$ cat src/hw/rtl/kste_pkg.sv
`default_nettype none

package kste_pkg;

  localparam int unsigned SLOTS_DEF = 16;

  localparam int unsigned CMD_W    = 2;
  localparam int unsigned KEY_W    = 32;
  localparam int unsigned SRC_W    = 4;
  localparam int unsigned TIME_W   = 32;
  localparam int unsigned STATUS_W = 3;
  localparam int unsigned SLOT_W   = 4;
  localparam int unsigned COUNT_W  = 5;

  localparam logic [KEY_W-1:0] RESERVED_KEY = 32'hFFFF_FFFF;

  typedef enum logic [CMD_W-1:0] {
    OP_ADD    = 2'd0,
    OP_REMOVE = 2'd1,
    OP_NEWEST = 2'd2,
    OP_LIST   = 2'd3
  } kste_op_e;

  typedef enum logic [STATUS_W-1:0] {
    ST_INSERTED  = 3'd0,
    ST_DUPLICATE = 3'd1,
    ST_REMOVED   = 3'd2,
    ST_NOT_FOUND = 3'd3,
    ST_REPORTED  = 3'd4,
    ST_EMPTY     = 3'd5
  } kste_status_e;

  typedef struct packed {
    logic [KEY_W-1:0]  key;
    logic [SRC_W-1:0]  src;
    logic [TIME_W-1:0] tim;
  } kste_entry_t;

  // controller to datapath
  typedef struct packed {
    logic load;
    logic finish;
  } kste_cmd_t;

  // datapath to controller
  typedef struct packed {
    logic scan_done;
  } kste_sts_t;

endpackage

`default_nettype wire

$ cat src/hw/rtl/kste_ctrl.sv
`default_nettype none

module kste_ctrl (
  input  wire logic                clk_i,
  input  wire logic                rst_ni,
  input  wire logic                start_i,
  output logic                     busy_o,
  output kste_pkg::kste_cmd_t      cmd_o,
  input  wire kste_pkg::kste_sts_t sts_i
);

  typedef enum logic [1:0] {
    CS_IDLE,
    CS_SCAN,
    CS_FINISH
  } ctrl_state_e;

  ctrl_state_e state_q;
  logic        busy_q;

  always_ff @(posedge clk_i or negedge rst_ni) begin
    if (!rst_ni) begin
      state_q <= CS_IDLE;
      busy_q  <= 1'b0;
    end else begin
      case (state_q)
        CS_IDLE: begin
          if (start_i) begin
            state_q <= CS_SCAN;
            busy_q  <= 1'b1;
          end
        end
        CS_SCAN: begin
          if (sts_i.scan_done) begin
            state_q <= CS_FINISH;
          end
        end
        CS_FINISH: begin
          state_q <= CS_IDLE;
          busy_q  <= 1'b0;
        end
        default: begin
          state_q <= CS_IDLE;
          busy_q  <= 1'b0;
        end
      endcase
    end
  end

  assign busy_o       = busy_q;
  assign cmd_o.load   = start_i && !busy_q;
  assign cmd_o.finish = (state_q == CS_FINISH);

endmodule

`default_nettype wire

$ cat src/hw/rtl/kste_dp.sv
`default_nettype none

module kste_dp #(
  parameter int unsigned Slots = kste_pkg::SLOTS_DEF
) (
  input  wire logic                                clk_i,
  input  wire logic                                rst_ni,
  input  wire kste_pkg::kste_cmd_t                 cmd_i,
  output kste_pkg::kste_sts_t                      sts_o,
  input  wire logic [kste_pkg::CMD_W-1:0]          command_i,
  input  wire logic [kste_pkg::KEY_W-1:0]          key_id_i,
  input  wire logic [kste_pkg::SRC_W-1:0]          source_code_i,
  input  wire logic [kste_pkg::TIME_W-1:0]         time_now_i,
  output logic                                     res_valid_o,
  output logic [kste_pkg::STATUS_W-1:0]            status_o,
  output logic [kste_pkg::SLOT_W-1:0]              slot_o,
  output logic [kste_pkg::KEY_W-1:0]               entry_id_o,
  output logic [kste_pkg::SRC_W-1:0]               entry_source_o,
  output logic [kste_pkg::TIME_W-1:0]              entry_time_o,
  output logic                                     evicted_o,
  output logic [kste_pkg::KEY_W-1:0]               evicted_id_o,
  output logic [kste_pkg::COUNT_W-1:0]             count_o,
  output logic                                     last_o
);

  localparam int unsigned AW = $clog2(Slots);
  localparam int unsigned CW = $clog2(Slots + 1);
  localparam logic [AW-1:0] LastAddr = AW'(Slots - 1);
  localparam logic [CW-1:0] SlotsCnt = CW'(Slots);

  // latched command
  kste_pkg::kste_op_e            op_q;
  kste_pkg::kste_entry_t         in_q;

  // entry memory and walk pipeline
  kste_pkg::kste_entry_t         mem [Slots];
  logic                          issue_q;
  logic [AW-1:0]                 scan_addr_q;
  logic                          rd_vld_q;
  logic                          rd_last_q;
  logic [AW-1:0]                 rd_idx_q;
  kste_pkg::kste_entry_t         rd_ent_q;

  logic [Slots-1:0]              valid_q, valid_d;
  logic [CW-1:0]                 cnt_q, cnt_d;

  // walk results
  logic                          hit_q;
  logic [AW-1:0]                 hit_idx_q;
  kste_pkg::kste_entry_t         hit_ent_q;
  logic                          free_q;
  logic [AW-1:0]                 free_idx_q;
  logic                          best_q;
  logic [AW-1:0]                 best_idx_q;
  kste_pkg::kste_entry_t         best_ent_q;
  logic [kste_pkg::KEY_W-1:0]    min_key_q;
  logic [AW-1:0]                 min_idx_q;

  // result word
  logic                          res_valid_q, res_valid_d;
  kste_pkg::kste_status_e        res_status_q, res_status_d;
  logic [AW-1:0]                 res_slot_q, res_slot_d;
  kste_pkg::kste_entry_t         res_ent_q, res_ent_d;
  logic                          res_ev_q, res_ev_d;
  logic [kste_pkg::KEY_W-1:0]    res_evid_q, res_evid_d;
  logic [CW-1:0]                 res_cnt_q, res_cnt_d;
  logic                          res_last_q, res_last_d;

  logic                          wr_en;
  logic [AW-1:0]                 wr_addr;

  logic                          reserved;
  logic                          slot_used;
  logic                          match;
  logic [Slots-1:0]              above;
  logic                          tail_clear;
  logic [CW-1:0]                 cnt_drop;

  assign reserved   = (in_q.key == kste_pkg::RESERVED_KEY);
  assign slot_used  = valid_q[rd_idx_q];
  assign match      = rd_vld_q && slot_used && !reserved && (rd_ent_q.key == in_q.key);
  assign above      = valid_q >> rd_idx_q;
  assign tail_clear = (above[Slots-1:1] == '0);
  assign cnt_drop   = (cnt_q != '0) ? (cnt_q - CW'(1)) : cnt_q;

  assign sts_o.scan_done = rd_vld_q && rd_last_q;

  // command latch
  always_ff @(posedge clk_i) begin
    if (cmd_i.load) begin
      op_q   <= kste_pkg::kste_op_e'(command_i);
      in_q.key <= key_id_i;
      in_q.src <= source_code_i;
      in_q.tim <= time_now_i;
    end
  end

  // memory: one write port, one registered read port
  always_ff @(posedge clk_i) begin
    if (wr_en) begin
      mem[wr_addr] <= in_q;
    end
    rd_ent_q <= mem[scan_addr_q];
  end

  // walk address generator
  always_ff @(posedge clk_i or negedge rst_ni) begin
    if (!rst_ni) begin
      issue_q     <= 1'b0;
      scan_addr_q <= '0;
      rd_vld_q    <= 1'b0;
      rd_last_q   <= 1'b0;
      rd_idx_q    <= '0;
    end else begin
      rd_vld_q  <= issue_q;
      rd_last_q <= issue_q && (scan_addr_q == LastAddr);
      rd_idx_q  <= scan_addr_q;
      if (cmd_i.load) begin
        issue_q     <= 1'b1;
        scan_addr_q <= '0;
      end else if (issue_q) begin
        if (scan_addr_q == LastAddr) begin
          issue_q <= 1'b0;
        end else begin
          scan_addr_q <= scan_addr_q + AW'(1);
        end
      end
    end
  end

  // per-slot compare stage
  always_ff @(posedge clk_i) begin
    if (cmd_i.load) begin
      hit_q     <= 1'b0;
      free_q    <= 1'b0;
      best_q    <= 1'b0;
      min_key_q <= kste_pkg::RESERVED_KEY;
      min_idx_q <= '0;
    end else if (rd_vld_q) begin
      if (match && !hit_q) begin
        hit_q     <= 1'b1;
        hit_idx_q <= rd_idx_q;
        hit_ent_q <= rd_ent_q;
      end
      if (!slot_used && !free_q) begin
        free_q     <= 1'b1;
        free_idx_q <= rd_idx_q;
      end
      // newest: strictly above zero and above the best so far
      if (slot_used && (!best_q || (rd_ent_q.key > best_ent_q.key)) &&
          (rd_ent_q.key != '0)) begin
        best_q     <= 1'b1;
        best_idx_q <= rd_idx_q;
        best_ent_q <= rd_ent_q;
      end
      if (slot_used && (rd_ent_q.key < min_key_q)) begin
        min_key_q <= rd_ent_q.key;
        min_idx_q <= rd_idx_q;
      end
    end
  end

  // result and table update
  always_comb begin
    valid_d      = valid_q;
    cnt_d        = cnt_q;
    wr_en        = 1'b0;
    wr_addr      = free_idx_q;
    res_valid_d  = 1'b0;
    res_status_d = kste_pkg::ST_NOT_FOUND;
    res_slot_d   = '0;
    res_ent_d    = '0;
    res_ev_d     = 1'b0;
    res_evid_d   = '0;
    res_cnt_d    = cnt_q;
    res_last_d   = 1'b1;

    if (rd_vld_q && slot_used && (op_q == kste_pkg::OP_LIST)) begin
      res_valid_d  = 1'b1;
      res_status_d = kste_pkg::ST_REPORTED;
      res_slot_d   = rd_idx_q;
      res_ent_d    = rd_ent_q;
      res_last_d   = tail_clear;
    end

    if (cmd_i.finish) begin
      case (op_q)
        kste_pkg::OP_ADD: begin
          res_valid_d = 1'b1;
          if (reserved) begin
            res_status_d = kste_pkg::ST_NOT_FOUND;
          end else if (hit_q) begin
            res_status_d = kste_pkg::ST_DUPLICATE;
            res_slot_d   = hit_idx_q;
            res_ent_d    = hit_ent_q;
          end else begin
            wr_en        = 1'b1;
            res_status_d = kste_pkg::ST_INSERTED;
            res_ent_d    = in_q;
            if (free_q) begin
              wr_addr = free_idx_q;
              cnt_d   = (cnt_q < SlotsCnt) ? (cnt_q + CW'(1)) : cnt_q;
            end else begin
              // table full: the smallest key gives way
              wr_addr    = min_idx_q;
              res_ev_d   = 1'b1;
              res_evid_d = min_key_q;
              cnt_d      = (cnt_drop < SlotsCnt) ? (cnt_drop + CW'(1)) : cnt_drop;
            end
            res_slot_d       = wr_addr;
            valid_d[wr_addr] = 1'b1;
            res_cnt_d        = cnt_d;
          end
        end
        kste_pkg::OP_REMOVE: begin
          res_valid_d = 1'b1;
          if (hit_q) begin
            valid_d[hit_idx_q] = 1'b0;
            cnt_d              = cnt_drop;
            res_cnt_d          = cnt_drop;
            res_status_d       = kste_pkg::ST_REMOVED;
            res_slot_d         = hit_idx_q;
            res_ent_d          = hit_ent_q;
          end else begin
            res_status_d = kste_pkg::ST_NOT_FOUND;
          end
        end
        kste_pkg::OP_NEWEST: begin
          res_valid_d = 1'b1;
          if (best_q) begin
            res_status_d = kste_pkg::ST_REPORTED;
            res_slot_d   = best_idx_q;
            res_ent_d    = best_ent_q;
          end else begin
            res_status_d = kste_pkg::ST_EMPTY;
          end
        end
        kste_pkg::OP_LIST: begin
          if (valid_q == '0) begin
            res_valid_d  = 1'b1;
            res_status_d = kste_pkg::ST_EMPTY;
          end
        end
        default: begin
          res_valid_d = 1'b0;
        end
      endcase
    end
  end

  always_ff @(posedge clk_i or negedge rst_ni) begin
    if (!rst_ni) begin
      valid_q     <= '0;
      cnt_q       <= '0;
      res_valid_q <= 1'b0;
    end else begin
      valid_q     <= valid_d;
      cnt_q       <= cnt_d;
      res_valid_q <= res_valid_d;
    end
  end

  always_ff @(posedge clk_i) begin
    if (res_valid_d) begin
      res_status_q <= res_status_d;
      res_slot_q   <= res_slot_d;
      res_ent_q    <= res_ent_d;
      res_ev_q     <= res_ev_d;
      res_evid_q   <= res_evid_d;
      res_cnt_q    <= res_cnt_d;
      res_last_q   <= res_last_d;
    end
  end

  assign res_valid_o    = res_valid_q;
  assign status_o       = res_status_q;
  assign slot_o         = kste_pkg::SLOT_W'(res_slot_q);
  assign entry_id_o     = res_ent_q.key;
  assign entry_source_o = res_ent_q.src;
  assign entry_time_o   = res_ent_q.tim;
  assign evicted_o      = res_ev_q;
  assign evicted_id_o   = res_evid_q;
  assign count_o        = kste_pkg::COUNT_W'(res_cnt_q);
  assign last_o         = res_last_q;

endmodule

`default_nettype wire

$ cat src/hw/rtl/keyed_slot_table_evict_min_unit.sv
// keyed slot table with smallest-key eviction. a command word is taken on a
// clock edge where start_i is high and busy_o is low; every result word is
// shown for exactly one cycle with res_valid_o high and must be taken then,
// since there is no way to hold results off. add, remove and newest give one
// word each; list gives one word per valid slot in slot order (last_o on the
// final one) or a single table-empty word. every command keeps the block
// busy from acceptance until the next command can be taken: the command
// walks the entry memory one slot per cycle through its single registered
// read port, then the table update is applied. add, remove, newest and an
// empty list show their word once that update is applied, and busy_o drops
// while that word is shown, so the next command may be given in that cycle.
// list words stream out during the walk, each registered once more after
// the slot read.

`default_nettype none

module keyed_slot_table_evict_min_unit #(
  parameter int unsigned Slots = kste_pkg::SLOTS_DEF
) (
  input  wire logic                        clk_i,
  input  wire logic                        rst_ni,
  // command word
  input  wire logic                        start_i,
  output logic                             busy_o,
  input  wire logic [kste_pkg::CMD_W-1:0]  command_i,
  input  wire logic [kste_pkg::KEY_W-1:0]  key_id_i,
  input  wire logic [kste_pkg::SRC_W-1:0]  source_code_i,
  input  wire logic [kste_pkg::TIME_W-1:0] time_now_i,
  // result word
  output logic                             res_valid_o,
  output logic [kste_pkg::STATUS_W-1:0]    status_o,
  output logic [kste_pkg::SLOT_W-1:0]      slot_o,
  output logic [kste_pkg::KEY_W-1:0]       entry_id_o,
  output logic [kste_pkg::SRC_W-1:0]       entry_source_o,
  output logic [kste_pkg::TIME_W-1:0]      entry_time_o,
  output logic                             evicted_o,
  output logic [kste_pkg::KEY_W-1:0]       evicted_id_o,
  output logic [kste_pkg::COUNT_W-1:0]     count_o,
  output logic                             last_o
);

  // controller to datapath: latch the command, apply the update
  kste_pkg::kste_cmd_t cmd;
  // datapath to controller: last slot of the walk compared
  kste_pkg::kste_sts_t sts;

  kste_ctrl u_ctrl (
    .clk_i   (clk_i),
    .rst_ni  (rst_ni),
    .start_i (start_i),
    .busy_o  (busy_o),
    .cmd_o   (cmd),
    .sts_i   (sts)
  );

  // entry memory, valid bits, entry count, walk compare and result register
  kste_dp #(
    .Slots (Slots)
  ) u_dp (
    .clk_i          (clk_i),
    .rst_ni         (rst_ni),
    .cmd_i          (cmd),
    .sts_o          (sts),
    .command_i      (command_i),
    .key_id_i       (key_id_i),
    .source_code_i  (source_code_i),
    .time_now_i     (time_now_i),
    .res_valid_o    (res_valid_o),
    .status_o       (status_o),
    .slot_o         (slot_o),
    .entry_id_o     (entry_id_o),
    .entry_source_o (entry_source_o),
    .entry_time_o   (entry_time_o),
    .evicted_o      (evicted_o),
    .evicted_id_o   (evicted_id_o),
    .count_o        (count_o),
    .last_o         (last_o)
  );

endmodule

`default_nettype wire

$ cat config.mk
export PLATFORM = sky130hd
export DESIGN_NAME = keyed_slot_table_evict_min_unit
export DESIGN_NICKNAME = d
export VERILOG_FILES = /design/src/hw/rtl/kste_pkg.sv /design/src/hw/rtl/kste_ctrl.sv /design/src/hw/rtl/kste_dp.sv /design/src/hw/rtl/keyed_slot_table_evict_min_unit.sv
export SDC_FILE = /design/constraint.sdc
export NUM_CORES = 2
export LEC_CHECK = 0
export ABC_AREA = 1
export BUFFER_PORTS_ARGS = -buffer_cell sky130_fd_sc_hd__buf_2
export CELL_PAD_IN_SITES_DETAIL_PLACEMENT = 2
export CELL_PAD_IN_SITES_GLOBAL_PLACEMENT = 2
export CORE_ASPECT_RATIO = 1.5
export CORE_MARGIN = 1
export CORE_UTILIZATION = 47
export DETAILED_ROUTE_END_ITERATION = 6
export GPL_ROUTABILITY_DRIVEN = 1
export PLACE_DENSITY = 0.87
export SYNTH_ARGS = -nofsm -noshare
export SYNTH_HDL_FRONTEND = slang
export SYNTH_SLANG_ARGS = --single-unit
$ cat constraint.sdc
create_clock -name clk_i -period 18.5 [get_ports clk_i]
set_input_delay 0.925 -clock clk_i [delete_from_list [all_inputs] [get_ports clk_i]]
set_output_delay 0.925 -clock clk_i [all_outputs]
set_load 0.1 [all_outputs]
==> results.rst <==
.. list-table::
   :header-rows: 1

   * - Metric
     - Value
   * - Instance count of the mapped netlist
     - 4970
   * - WP data required
     - 18.91 ns
   * - Setup slack on the worst flop-to-flop path
     - 12.32 ns
   * - Proportion of total power due to net switching
     - 41.24%
   * - Final setup violating endpoints
     - 0
   * - Post-detailed-route via-to-cell ratio
     - 6.815
   * - Clock tree from TritonCTS
     - done
   * - Transition time at the pin with the least slew margin
     - 1.362 ns
   * - Layout cells sized above 1
     - 10.19%
   * - Number of nets in the layout
     - 5215
   * - Power Dens Cells
     - 167.7 nW/um^2
   * - Number of remaining DRC errors
     - 0
   * - Cell types with the largest area share after synthesis
     - sky130_fd_sc_hd__edfxtp_1, sky130_fd_sc_hd__o21ai_0, sky130_fd_sc_hd__nor2_1
   * - Fraction of power consumed by the clock network
     - 27.8%
   * - Crit path time final
     - 6.180 ns
   * - Commonest cells after routing, fill and taps aside
     - sky130_fd_sc_hd__edfxtp_1, sky130_fd_sc_hd__nor2_1, sky130_fd_sc_hd__o21ai_0
   * - Number of rows created at floorplan
     - 163
   * - Post-synthesis cell type with the largest combined area
     - sky130_fd_sc_hd__edfxtp_1
   * - Main flop type after synthesis
     - sky130_fd_sc_hd__edfxtp_1
   * - Number of antenna violations at the first check in global routing
     - 11
   * - Worst slew margin relative to its limit
     - 8.984%
   * - Synthesized netlist net count
     - 5110
   * - Type of element launching the critical path
     - flip-flop
   * - Reported leakage power
     - 24.07 nW
   * - Max-cap violation count
     - 0
   * - Worst-path fanout max
     - 46
   * - Power share of the sequential group
     - 41.1%
   * - Reported net switching power
     - 4.804 mW
   * - Insertion delay of the later-clocked pin in the worst-skew pair
     - 0.83 ns
   * - Chip height
     - 447.3 um
   * - First-pass DRT Iterations
     - 7
   * - Count of buffers from port buffering
     - 188
   * - Final TNS setup
     - 0 ns
   * - Arrival time worst endpoint
     - 6.59 ns
   * - Estimated wirelength of the detail-placed design
     - 141.8 mm
   * - Max-slew violation count
     - 0
   * - Total vias in the final route
     - 47265
   * - Count of different cell masters after synthesis
     - 44
   * - Area growth from synthesis to layout
     - 11.82%
   * - Worst hold margin
     - 0.2824 ns
   * - Post-synthesis cell area
     - 62130 sq um
   * - Type of the most critical hold path
     - in -> async
   * - Yosys warns
     - 0
   * - Clock-pin slew on the worst setup and hold paths
     - 0.08 ns
   * - Area of the multi-input gates
     - 14500 sq um
   * - Portion of the post-synthesis area used by sequential elements
     - 73.53%
   * - Category of the most critical setup path
     - reg -> reg
   * - Average size of a mapped cell
     - 12.50 sq um
   * - Yosys top cell area share
     - 68.64%
   * - Placeable core region
     - 131300 sq um
   * - Overall overflow remaining after global route
     - 0
   * - Global placer's final weighted congestion
     - 0.8166
   * - Fill count
     - 12283
   * - Unrepaired setup endpoints after global routing
     - no
   * - Clock sink count
     - 1563
   * - Number of flops mapped to enable cells by yosys
     - 1420
   * - Global routing usage summed across all routing layers
     - 39.70%
   * - Root buf cell
     - sky130_fd_sc_hd__clkbuf_16
   * - Max Freq
     - 161.8 MHz
   * - Global-route wire length before repair
     - 380.4 mm
   * - Fin. Hold Viols
     - 0
   * - Largest net degree at the start of global routing
     - 185
   * - Register bit count reported by yosys
     - 1563
   * - Cell Int Power
     - 6.846 mW
   * - Total number of H-tree levels
     - 4
   * - Buffer depth of the longest clock path
     - 3
   * - Leading cell type in the layout, fill and taps excluded
     - sky130_fd_sc_hd__edfxtp_1
   * - Share of async-settable or async-resettable flops after synthesis
     - 2.303%
   * - Setup clock skew after layout
     - 0.04674 ns
   * - Avg WL per Cell
     - 38.51 um
   * - Initial Utilization
     - 47.30%
   * - Fraction of the cycle the final worst path needs
     - 33.40%
   * - Count of antenna-violating nets left after detailed routing
     - 0
   * - Post-detailed-routing wire length
     - 267.1 mm
   * - Post-layout utilization of the core
     - 52.89%
   * - Boundary pin count
     - 189
   * - Overall die width
     - 298.9 um
   * - Max IR drop VDD
     - 0.0001219 V
   * - Detailed Route Iter0 Violations
     - 5815
   * - Hold-fix buffers, CTS
     - 0
   * - Sequential standard cell area
     - 45700 sq um
   * - Post-CTS sizing
     - 0
   * - Post-CTS Repair Setup Buffers
     - 0
   * - Share of power burned in combinational logic
     - 31.1%
   * - Run status
     - complete, no violations
   * - Vias in the first global route
     - 50798
   * - Die outline area
     - 133700 sq um
   * - Endpoint type of the worst setup path
     - flip-flop
   * - CTS Buf Count
     - 149
==> power by group through the flow <==
stage / registers, mW / logic [mW] / clock network [mW]
after floorplan: 4.73 / 1.94 / 0
after CTS: 4.75 / 3.53 / 3.25
final: 4.79 / 3.62 / 3.24
after global placement: 4.72 / 2.90 / 0
after global routing: 4.78 / 3.76 / 3.34
after detailed placement: 4.79 / 3.25 / 0
==> per-stage QoR <==
stage	cells	instance area, sq um	setup WS (ns)	total power, mW
detailed placement	6656	64590	12.95	8.031
floorplan	4970	62130	12.01	6.669
global placement	6656	64590	13.52	7.620
CTS	6932	69460	12.83	11.54
finish	6935	69470	12.32	11.65
global route	6933	69460	12.35	11.88
==> final timing paths <==
path,startpoint,endpoint,cells past startpoint
setup / recovery,u_dp.in_q[48],u_dp.mem[0][42],11
max in group asynchronous,rst_ni,u_dp.scan_addr_q[1],1
min in group clk_i,time_now_i[17],u_dp.in_q[17],1
hold / removal,rst_ni,u_dp.valid_q[0],1
setup reg to reg,u_dp.in_q[48],u_dp.mem[0][42],11
hold reg to reg,u_dp.rd_ent_q[24],u_dp.best_ent_q[24],0
==> critical path, cell delays in order (launching register included) <==
cell                       delay (ns)
sky130_fd_sc_hd__edfxtp_1        1.03
sky130_fd_sc_hd__nand2_1         0.25
sky130_fd_sc_hd__nor3_1          0.29
sky130_fd_sc_hd__nand2_1         0.14
sky130_fd_sc_hd__nor2_1          0.57
sky130_fd_sc_hd__nand2_2         0.36
sky130_fd_sc_hd__nand3_1         0.31
sky130_fd_sc_hd__inv_1           0.21
sky130_fd_sc_hd__nand2_1         0.19
sky130_fd_sc_hd__nand4_1         0.49
sky130_fd_sc_hd__nor2_4          0.98
sky130_fd_sc_hd__buf_4           0.82
==> per-layer routing <==
| layer | wire length, um | track usage, % |
|---|---|---|
| met4 | 20380 | 26.29 |
| met3 | 21420 | 6.835 |
| met2 | 130000 | 66.28 |
| met5 | 34 | 0 |
| met1 | 95250 | 47.25 |
==> state kept, by name (all words and copies together), names as in the netlist, 5 cells and up <==
name               cells
u_dp.best_ent_q       68
u_dp.evicted_id_o     32
u_dp.in_q             68
u_dp.count_o           5
u_dp.entry_id_o       32
u_dp.valid_q          16
u_dp.rd_ent_q         68
u_dp.min_key_q        32
u_dp.cnt_q             5
u_dp.entry_time_o     32
u_dp.hit_ent_q        68
u_dp.mem            1088
==> layout make-up <==
cell class                 count  area share, %
clock buffer                 210          6.093
tap                         1732          3.120
antenna                        3        0.01081
sequential                  1563          65.78
clock inverter                66         0.9168
inverter                     205          1.144
timing repair buffer         251          2.053
multi-input combinational   2905          20.88
==> cells by family after synthesis <==
logic type	after synthesis	share of synthesized area, %
DFF	1563	73.53
AOI/OAI and AO/OA	1053	9.756
adders and majority gates	67	1.349
and+or+nand+nor	1771	11.82
xor gates and xnor gates	14	0.1974
buffers and inverters	502	3.347
==> cell usage after synthesis (5+ instances only) <==
cell	instances
sky130_fd_sc_hd__ha_1	67
sky130_fd_sc_hd__o21a_1	5
sky130_fd_sc_hd__clkbuf_1	212
sky130_fd_sc_hd__o21ai_0	650
sky130_fd_sc_hd__edfxtp_1	1420
sky130_fd_sc_hd__buf_6	10
sky130_fd_sc_hd__nand2_1	628
sky130_fd_sc_hd__o22ai_1	192
sky130_fd_sc_hd__o221ai_1	115
sky130_fd_sc_hd__nor2_1	689
sky130_fd_sc_hd__inv_1	189
sky130_fd_sc_hd__dfrtp_1	36
sky130_fd_sc_hd__o21bai_1	9
sky130_fd_sc_hd__inv_2	15
sky130_fd_sc_hd__nor3_1	26
sky130_fd_sc_hd__buf_1	19
sky130_fd_sc_hd__xor2_1	10
sky130_fd_sc_hd__dfxtp_1	107
sky130_fd_sc_hd__a21oi_1	47
sky130_fd_sc_hd__buf_4	16
sky130_fd_sc_hd__nand4_1	19
sky130_fd_sc_hd__nor4_1	16
sky130_fd_sc_hd__buf_2	39
sky130_fd_sc_hd__o211ai_1	23
sky130_fd_sc_hd__nand3_1	375
Note: power is estimated with default switching activity, not from simulation.
